`config.mk`:
```
export PLATFORM = sky130hd
export DESIGN_NAME = sambd_front
export DESIGN_NICKNAME = d
export VERILOG_FILES = /design/src/design/sambd_pkg.sv /design/src/design/sambd_front.sv
export SDC_FILE = /design/constraint.sdc
export NUM_CORES = 1
export LEC_CHECK = 0
export ABC_AREA = 1
export ABC_CLOCK_PERIOD_IN_PS = 9000
export BUFFER_PORTS_ARGS = -buffer_cell sky130_fd_sc_hd__buf_2
export CAP_MARGIN = 25
export CORE_ASPECT_RATIO = 0.9
export CORE_MARGIN = 4
export CORE_UTILIZATION = 45
export CTS_BUF_LIST = sky130_fd_sc_hd__clkbuf_16
export DETAILED_ROUTE_END_ITERATION = 8
export PLACE_DENSITY = 0.76
export SLEW_MARGIN = 25
export SYNTH_ARGS = -nofsm -noshare
export SYNTH_HDL_FRONTEND = slang
export SYNTH_SLANG_ARGS = --single-unit
```
`constraint.sdc`:
```
create_clock -name clk -period 9 [get_ports clk]
set_input_delay 0.9 -clock clk [delete_from_list [all_inputs] [get_ports clk]]
set_output_delay 0.9 -clock clk [all_outputs]
set_load 0.03 [all_outputs]
```
`src/design/sambd_pkg.sv`:
```
// ----------------------------------------------------------------------------
// sambd_pkg
// Shared types, codes and helpers for the sparse admittance matrix builder.
// ----------------------------------------------------------------------------
package sambd_pkg;

  localparam int NODE_MAX_W = 16;

  localparam logic [1:0] REQ_ADD    = 2'd0;
  localparam logic [1:0] REQ_REMOVE = 2'd1;
  localparam logic [1:0] REQ_READ   = 2'd2;

  localparam logic [1:0] ST_OK     = 2'd0;
  localparam logic [1:0] ST_FULL   = 2'd1;
  localparam logic [1:0] ST_ZERO_Z = 2'd2;

  typedef struct packed {
    logic [1:0]         req_type;
    logic [9:0]         node_a;
    logic [9:0]         node_b;
    logic signed [31:0] resistance;
    logic signed [31:0] reactance;
    logic signed [31:0] shunt_susceptance;
  } in_item_t;

  typedef struct packed {
    logic [1:0]         status;
    logic               entry_present;
    logic signed [31:0] conductance_out;
    logic signed [31:0] susceptance_out;
  } out_item_t;

  typedef enum logic [1:0] {CMD_NOP, CMD_READ, CMD_LINE} cmd_kind_t;

  typedef struct packed {
    cmd_kind_t               kind;
    logic                    sub;
    logic [NODE_MAX_W-1:0]   node_lo;
    logic [NODE_MAX_W-1:0]   node_hi;
    logic signed [31:0]      res;
    logic signed [31:0]      rea;
    logic signed [31:0]      shunt;
  } cmd_t;

  typedef struct packed {
    logic                  lookup;
    logic                  sub;
    logic [NODE_MAX_W-1:0] row;
    logic [NODE_MAX_W-1:0] col;
    logic signed [31:0]    dre;
    logic signed [31:0]    dim;
  } tbl_req_t;

  typedef struct packed {
    logic               busy;
    logic               done;
    logic               full;
    logic               hit;
    logic signed [31:0] re;
    logic signed [31:0] im;
  } tbl_rsp_t;

  typedef enum logic [2:0] {RC_IDLE, RC_SQ, RC_SUM, RC_DIV, RC_DONE} recip_state_t;
  typedef enum logic [1:0] {T_CLEAR, T_IDLE, T_SCAN, T_WRITE} tbl_state_t;
  typedef enum logic [2:0] {
    B_IDLE, B_RECIP, B_UPD1, B_UPD2, B_UPD3, B_LOOK, B_OUT
  } back_state_t;

  function automatic logic signed [31:0] sat32(input logic signed [32:0] v);
    logic signed [31:0] r;
    if (v[32] != v[31]) begin
      r = v[32] ? {1'b1, {31{1'b0}}} : {1'b0, {31{1'b1}}};
    end else begin
      r = v[31:0];
    end
    return r;
  endfunction

endpackage

```
`src/design/sambd_front.sv`:
```
// ----------------------------------------------------------------------------
// sambd_front
// Takes requests, orders the node pair, classifies them and queues commands.
// ----------------------------------------------------------------------------
module sambd_front #(
  parameter int NODE_BITS = 10
) (
  input  logic                clk,
  input  logic                rst_n,
  input  logic                push,
  output logic                full,
  input  sambd_pkg::in_item_t in_item,
  input  logic                clearing,
  output logic                cmd_valid,
  input  logic                cmd_pop,
  output sambd_pkg::cmd_t     cmd_head
);

  sambd_pkg::cmd_t             q_r [2];
  logic                        wr_ptr_r, wr_ptr_nxt;
  logic                        rd_ptr_r, rd_ptr_nxt;
  logic [1:0]                  cnt_r, cnt_nxt;
  logic                        accept;
  logic                        take;
  sambd_pkg::cmd_t             cls;
  logic [sambd_pkg::NODE_MAX_W-1:0] a_ext, b_ext;
  logic [NODE_BITS-1:0]        na, nb, lo, hi;

  always_comb begin
    a_ext = '0;
    b_ext = '0;
    a_ext[9:0] = in_item.node_a;
    b_ext[9:0] = in_item.node_b;
    na = a_ext[NODE_BITS-1:0];
    nb = b_ext[NODE_BITS-1:0];
    lo = (na > nb) ? nb : na;
    hi = (na > nb) ? na : nb;
    cls = '0;
    cls.node_lo[NODE_BITS-1:0] = lo;
    cls.node_hi[NODE_BITS-1:0] = hi;
    cls.res   = in_item.resistance;
    cls.rea   = in_item.reactance;
    cls.shunt = in_item.shunt_susceptance;
    cls.sub   = (in_item.req_type == sambd_pkg::REQ_REMOVE);
    if (lo == '0) begin
      cls.kind = sambd_pkg::CMD_NOP;
    end else begin
      case (in_item.req_type)
        sambd_pkg::REQ_READ:   cls.kind = sambd_pkg::CMD_READ;
        sambd_pkg::REQ_ADD:    cls.kind = sambd_pkg::CMD_LINE;
        sambd_pkg::REQ_REMOVE: cls.kind = sambd_pkg::CMD_LINE;
        default:               cls.kind = sambd_pkg::CMD_NOP;
      endcase
    end
  end

  assign full      = (cnt_r == 2'd2) || clearing;
  assign accept    = push && !full;
  assign cmd_valid = (cnt_r != 2'd0);
  assign take      = cmd_pop && cmd_valid;
  assign cmd_head  = q_r[rd_ptr_r];

  always_comb begin
    wr_ptr_nxt = accept ? !wr_ptr_r : wr_ptr_r;
    rd_ptr_nxt = take ? !rd_ptr_r : rd_ptr_r;
    cnt_nxt    = cnt_r + {1'b0, accept} - {1'b0, take};
  end

  always_ff @(posedge clk) begin
    if (!rst_n) begin
      wr_ptr_r <= 1'b0;
      rd_ptr_r <= 1'b0;
      cnt_r    <= 2'd0;
    end else begin
      wr_ptr_r <= wr_ptr_nxt;
      rd_ptr_r <= rd_ptr_nxt;
      cnt_r    <= cnt_nxt;
    end
  end

  always_ff @(posedge clk) begin
    if (accept) begin
      q_r[wr_ptr_r] <= cls;
    end
  end

endmodule

```
==> results of run 1 <==
==> flip-flops by register name, indices dropped and copies added (netlist names), named ones only <==
| register | flops |
|---|---|
| cnt_r | 2 |
| q_r | 238 |
| rd_ptr_r | 1 |
| wr_ptr_r | 1 |
==> worst min path at each step <==
| stage | slack, ps | startpoint | to |
|---|---|---|---|
| 2_1_floorplan | 430 | rd_ptr_r | flop |
| 3_3_place_gp | 430 | rd_ptr_r | flop |
| 3_5_place_dp | 460 | rd_ptr_r | flop |
| 4_1_cts | 440 | rd_ptr_r | flop |
| 5_1_grt | 470 | rd_ptr_r | flop |
| 6_report | 450 | rd_ptr_r | flop |
==> worst register-to-register path, stage by stage, from the launching register on <==
cell and delay [ps]:
dfxtp_1 330, inv_1 60, nand2_1 70, nand3_1 230, nor2_4 150, buf_4 620
buf_4 840
==> through the flow <==
stage          cells  utilization [%]
5_1_grt         1087             56.9
2_1_floorplan    536                -
3_5_place_dp    1042             52.9
4_1_cts         1087             56.9
6_report        1088             56.9
3_3_place_gp    1042             52.9
==> logic make-up (layout without fill, tap and decap cells) <==
| group | Yosys count | count (layout) | share of synthesized area (%) |
|---|---|---|---|
| flip-flops | 243 | 243 | 76.0 |
| multiplexers | 119 | 119 | 14.1 |
| AND/OR/NAND/NOR | 73 | 73 | 3.99 |
| buffers and inverters | 53 | 318 | 2.88 |
| AO/OA/AOI/OAI | 23 | 23 | 1.33 |
| adder cells (fa/ha/maj) | 12 | 12 | 1.58 |
| other | 1 | 13 | 0.0393 |
| XOR/XNOR | 1 | 1 | 0.0919 |
==> power groups by stage <==
stage	clock network [uW]	registers (uW)	logic, uW
2_1_floorplan	0	1400	611
3_3_place_gp	0	1420	795
3_5_place_dp	0	1430	798
4_1_cts	1050	1400	803
5_1_grt	1100	1410	842
6_report	1020	1400	790
==> placed cells by master (no fill, tap or decap), types with 12 or more instances in the layout <==
cell         n
a21oi_1     14
buf_2      243
clkbuf_16   26
conb_1      12
edfxtp_1   238
ha_1        12
inv_1       26
mux2_2     119
nand2_1     26
nand2_2     13
nor2_1      15
==> cell type report <==
type	instances	area, um2	area share [%]
multi-input combinational	240	2070	17.4
sequential	243	7250	61.1
inverter	25	93.8	0.791
antenna	1	2.50	0.0211
clock buffer	26	651	5.49
clock inverter	19	184	1.55
tap	286	358	3.02
timing repair buffer	248	1250	10.6
==> layer usage <==
metal | part of all wire (%) | routed length (um)
met1 | 41 | 7550
met2 | 47 | 8640
met3 | 9.2 | 1690
met4 | 2.2 | 408
met5 | 0.14 | 26
==> flow_summary.json, run 1 <==
{
  "status": "finished clean",
  "maxSlewHeadroom_pct": 42.9,
  "reg2reg_slack_ps": 6280,
  "reg2reg_from": "cnt_r[0]",
  "hold_slack_ps": 450,
  "root_buffer": "clkbuf_16",
  "rows": 50,
  "slew_violations": 0,
  "cts_made_buffers": 26,
  "initial_core_util_pct": 45.7,
  "port_buffers": 243,
  "worst_pin_slew_ps": 856,
  "drt_iter0_drc": 251,
  "cp_slowest_stage_delay_ps": 850,
  "start_kind": "flop",
  "min_path_cells": 1,
  "yosysTopAreaCell": "edfxtp_1",
  "drc": 0,
  "overflow": 0,
  "cp_max_fo": 60,
  "p_total_uw": 3210,
  "synth_common_cells": "238 x edfxtp_1, 119 x mux2_2, 26 x nand2_1",
  "htree_levels": 1,
  "fp.coreArea_um2": 20800,
  "route.vias.total": 5185,
  "netlist.area_leader.share_pct": 75.0,
  "dp_slack_ps": 5640,
  "hold_violations": 0,
  "tns_ps": 0,
  "die_h_um": 146,
  "fin_worst_skew_ps": 17.2,
  "clock_sinks": 243,
  "use_met2_pct": 24.3,
  "synth.area.top_cells": "edfxtp_1 75%, mux2_2 14%, ha_1 1.6%",
  "die_x_um": 161,
  "post_cts_buffers": 0,
  "worstPathArrival_ps": 2810,
  "p_seq_share_pct": 43.7,
  "path_delay_family": "buffers and inverters",
  "rsz0062_at_grt": "false",
  "path_depth": 3,
  "ir_drop_v": 0.000143,
  "cts_tree": "done",
  "fmax_mhz": 270,
  "ys_seq_elements": 243,
  "drtPass1Iterations": 4,
  "fin_crit_sh_pct": 41.2,
  "p_switching_uw": 967,
  "path_cells": "buf_4 > mux2_2 > buf_2",
  "nets": 919,
  "post-synth-top-count-cell": "edfxtp_1",
  "p_leak_uw": 0.00454,
  "hpwl_um": 12400,
  "met1_usage_pct": 19.4,
  "drive_gt1_share_pct": 54.2,
  "worst-path-buf-inv": 2,
  "setup_slack_ps": 5290,
  "crit_required_ps": 8100,
  "place_congestion": 0.831,
  "antenna_found_initial": 2,
  "post_cts_resized": 0,
  "power.density_cell_area_nw_per_um2": 270,
  "async_reset_ff_share_pct": 0,
  "period_needed_ps": 3710,
  "cp_slowest_cell": "dfxtp_4",
  "ant_nets": 0,
  "wirelength_um": 18300,
  "clkPwrFrac_pct": 31.7,
  "cts.clk_slew.worst_paths_ps": 60,
  "placed_area_um2": 11000,
  "critPathCaptureType": "primary output",
  "grt_pass1_wl_um": 28200,
  "via_per_inst": 4.77,
  "combPwrFrac_pct": 24.6,
  "syn_area_per_cell_um2": 18.2,
  "yosysWarningCount": 0,
  "first_global_vias": 5277,
  "hold_path.class": "reg -> reg",
  "power.internal_uw": 2240,
  "use_met3_pct": 5.36,
  "final_cell_area_um2": 11900,
  "syn_area_um2": 9530,
  "r2r_end": "q_r[0][88]",
  "synth_edf_count": 238,
  "dieArea_um2": 23600,
  "synth_cells": 525,
  "synthFlopType": "edfxtp_1",
  "wire_per_inst_um": 16.8,
  "busiest_layer": "met2",
  "area_growth_pct": 24.4,
  "grt_max_degree": 61,
  "cts.path.max_buffers": 3,
  "cap_violations": 0,
  "yosysUniqueCellTypes": 26,
  "seq_area_frac_synth_pct": 76.0,
  "ios": 256,
  "p_sw_share_pct": 30.2,
  "hold_buffers": 0,
  "reg2reg_depth": 6,
  "clk_latency_ps": 520,
  "worstSetupPathType": "reg -> out",
  "finalSetupViolations": 0,
  "cp-endpoint": "cmd_head[105]",
  "num-fill-cells": 1666,
  "grt_usage_pct": 15.0
}
No activity file was read; power rests on OpenSTA's default activity.
==> inputs of run 2 (changes only) <==
--- a/config.mk
+++ b/config.mk
@@ -6,7 +6,7 @@
 export NUM_CORES = 1
 export LEC_CHECK = 0
 export ABC_AREA = 1
-export ABC_CLOCK_PERIOD_IN_PS = 9000
+export ABC_CLOCK_PERIOD_IN_PS = 3900
 export BUFFER_PORTS_ARGS = -buffer_cell sky130_fd_sc_hd__buf_2
 export CAP_MARGIN = 25
 export CORE_ASPECT_RATIO = 0.9
==> constraint.sdc (replaced) <==
create_clock -name clk -period 3.9 [get_ports clk]
set_input_delay 0.39 -clock clk [delete_from_list [all_inputs] [get_ports clk]]
set_output_delay 0.39 -clock clk [all_outputs]
set_load 0.03 [all_outputs]
==> run 2 against run 1 <==
Cell count unchanged; clock skew down 6.7 ps; via count up 0.75%; clock-buffer cell count down 1; register-to-register slack worse by 4500 ps; hold slack worse by 380 ps; global-route usage down 0.079 points; first-iteration DRC count down 43%; die area unchanged; design area down 0.26%; wire length down 0.15%; critical path type unchanged; largest cell class unchanged.
==> flow_summary.json, run 2 (synthesis gave the netlist of run 1 again) <==
{
  "route.vias.total": 5224,
  "fmax_mhz": 370,
  "drt_iter0_drc": 143,
  "fin_crit_sh_pct": 69.2,
  "largest_reg_flops": 238,
  "dp_cells": 1043,
  "hold_slack_ps": 70.8,
  "grt_usage_pct": 14.9,
  "nets": 919,
  "root_buffer": "clkbuf_16",
  "ir_drop_v": 0.000286,
  "cts_tree": "done",
  "rows": 50,
  "status": "finished clean",
  "first_global_vias": 5439,
  "path_cells": "buf_4 > mux2_2 > buf_2",
  "p_leak_uw": 0.00453,
  "ant_nets": 0,
  "via_per_inst": 4.80,
  "setup_slack_ps": 1200,
  "drive_gt1_share_pct": 53.8,
  "layout_commonest_cell": "buf_2",
  "port_buffers": 243,
  "fp.coreArea_um2": 20800,
  "worstSetupPathType": "reg -> out",
  "cp_max_fo": 51,
  "drc": 0,
  "wire_per_inst_um": 16.8,
  "dp_slack_ps": 1420,
  "dieArea_um2": 23600,
  "drtPass1Iterations": 4,
  "final_util_pct": 56.8,
  "cts.path.max_buffers": 3,
  "worst_pin_slew_ps": 976,
  "place_congestion": 0.840,
  "die_h_um": 146,
  "ios": 256,
  "hold_path.class": "in -> reg",
  "fin_worst_skew_ps": 10.5,
  "clk_latency_ps": 500,
  "area_growth_pct": 24.1,
  "cts_made_buffers": 24,
  "finalSetupViolations": 0,
  "reg.largest.list": "q_r: 238 flops, cnt_r: 2 flops",
  "slew_violations": 0,
  "maxSlewHeadroom_pct": 35.0,
  "critPathCaptureType": "primary output",
  "post_cts_resized": 0,
  "wirelength_um": 18300,
  "fin_cells": 1088,
  "rsz0062_at_grt": "false",
  "die_x_um": 161,
  "hold_violations": 0,
  "cap_violations": 0,
  "initial_core_util_pct": 45.7,
  "period_needed_ps": 2700,
  "start_kind": "flop",
  "hold_buffers": 0,
  "antenna_found_initial": 0,
  "layout_common_cells": "243 x buf_2, 238 x edfxtp_1, 119 x mux2_2, 31 x inv_1, 26 x nand2_1",
  "cp_slowest_stage_delay_ps": 810,
  "worstPathArrival_ps": 2310,
  "regMostFlops": "q_r",
  "clock_sinks": 243,
  "cp_slowest_cell": "dfxtp_4",
  "overflow": 0,
  "grt_max_degree": 74,
  "hpwl_um": 12400,
  "power.density_cell_area_nw_per_um2": 612,
  "tns_ps": 0,
  "post_cts_buffers": 0,
  "htree_levels": 1,
  "crit_required_ps": 3510,
  "grt_pass1_wl_um": 28100,
  "cts.clk_slew.worst_paths_ps": 60
}
-- run 2: changes by cell type in the layout (fill, tap and decap cells not counted), sizes merged --
cell      before  now
bufinv         3    2
diode          1    3
inv           27   31
clkinvlp       0    1
clkbuf        26   25
clkinv        14    7
buf          248  250
-- run 2: path summary, 6_finish.rpt --
check / start / to / slack [ps] / cells past startpoint
setup reg to reg: cnt_r[0] / q_r[0][25] / 1790 / 5
setup / recovery: flop / cmd_head[31] / 1200 / 3
hold / removal: in_item[0] / q_r[0][0] / 70 / 1
hold reg to reg: rd_ptr_r / flop / 460 / 1
-- run 2: layer usage --
metal	part of all wire, %	vias up	global-route usage, %
met1	39	2524	18.3
met4	2.1	0	3.58
li1	-	2478	-
met5	0	-	0
met2	49	192	25.5
met3	9.8	30	5.42
-- run 2: area by class of cell --
| type | instances | area [um2] |
|---|---|---|
| clock inverter | 16 | 125 |
| multi-input combinational | 240 | 2070 |
| timing repair buffer | 250 | 1300 |
| tap | 286 | 358 |
| inverter | 25 | 93.8 |
| clock buffer | 25 | 626 |
| fill | 1658 | 9000 |
| antenna | 3 | 7.51 |
| sequential | 243 | 7250 |
-- run 2: critical path: cells and delay by family (launching register included) --
family	cells	cell delay, ps
mux	1	380
buf+inv	2	580
flops	1	810
-- run 2: per-stage QoR --
stage,area [um2],power [uW]
after floorplan,9580,4630
after global placement,11000,5120
after detailed placement,11000,5150
after CTS,11800,7350
after global routing,11800,7570
final,11800,7240
-- run 2: where the power goes --
| group | leakage, uW | total (uW) | internal, uW | switching, uW |
|---|---|---|---|---|
| Clock | 0.000389 | 2170 | 1280 | 888 |
| Sequential | 0.00222 | 3220 | 3120 | 108 |
| Combinational | 0.00192 | 1850 | 648 | 1200 |
| Total | 0.00453 | 7240 | 5050 | 2200 |
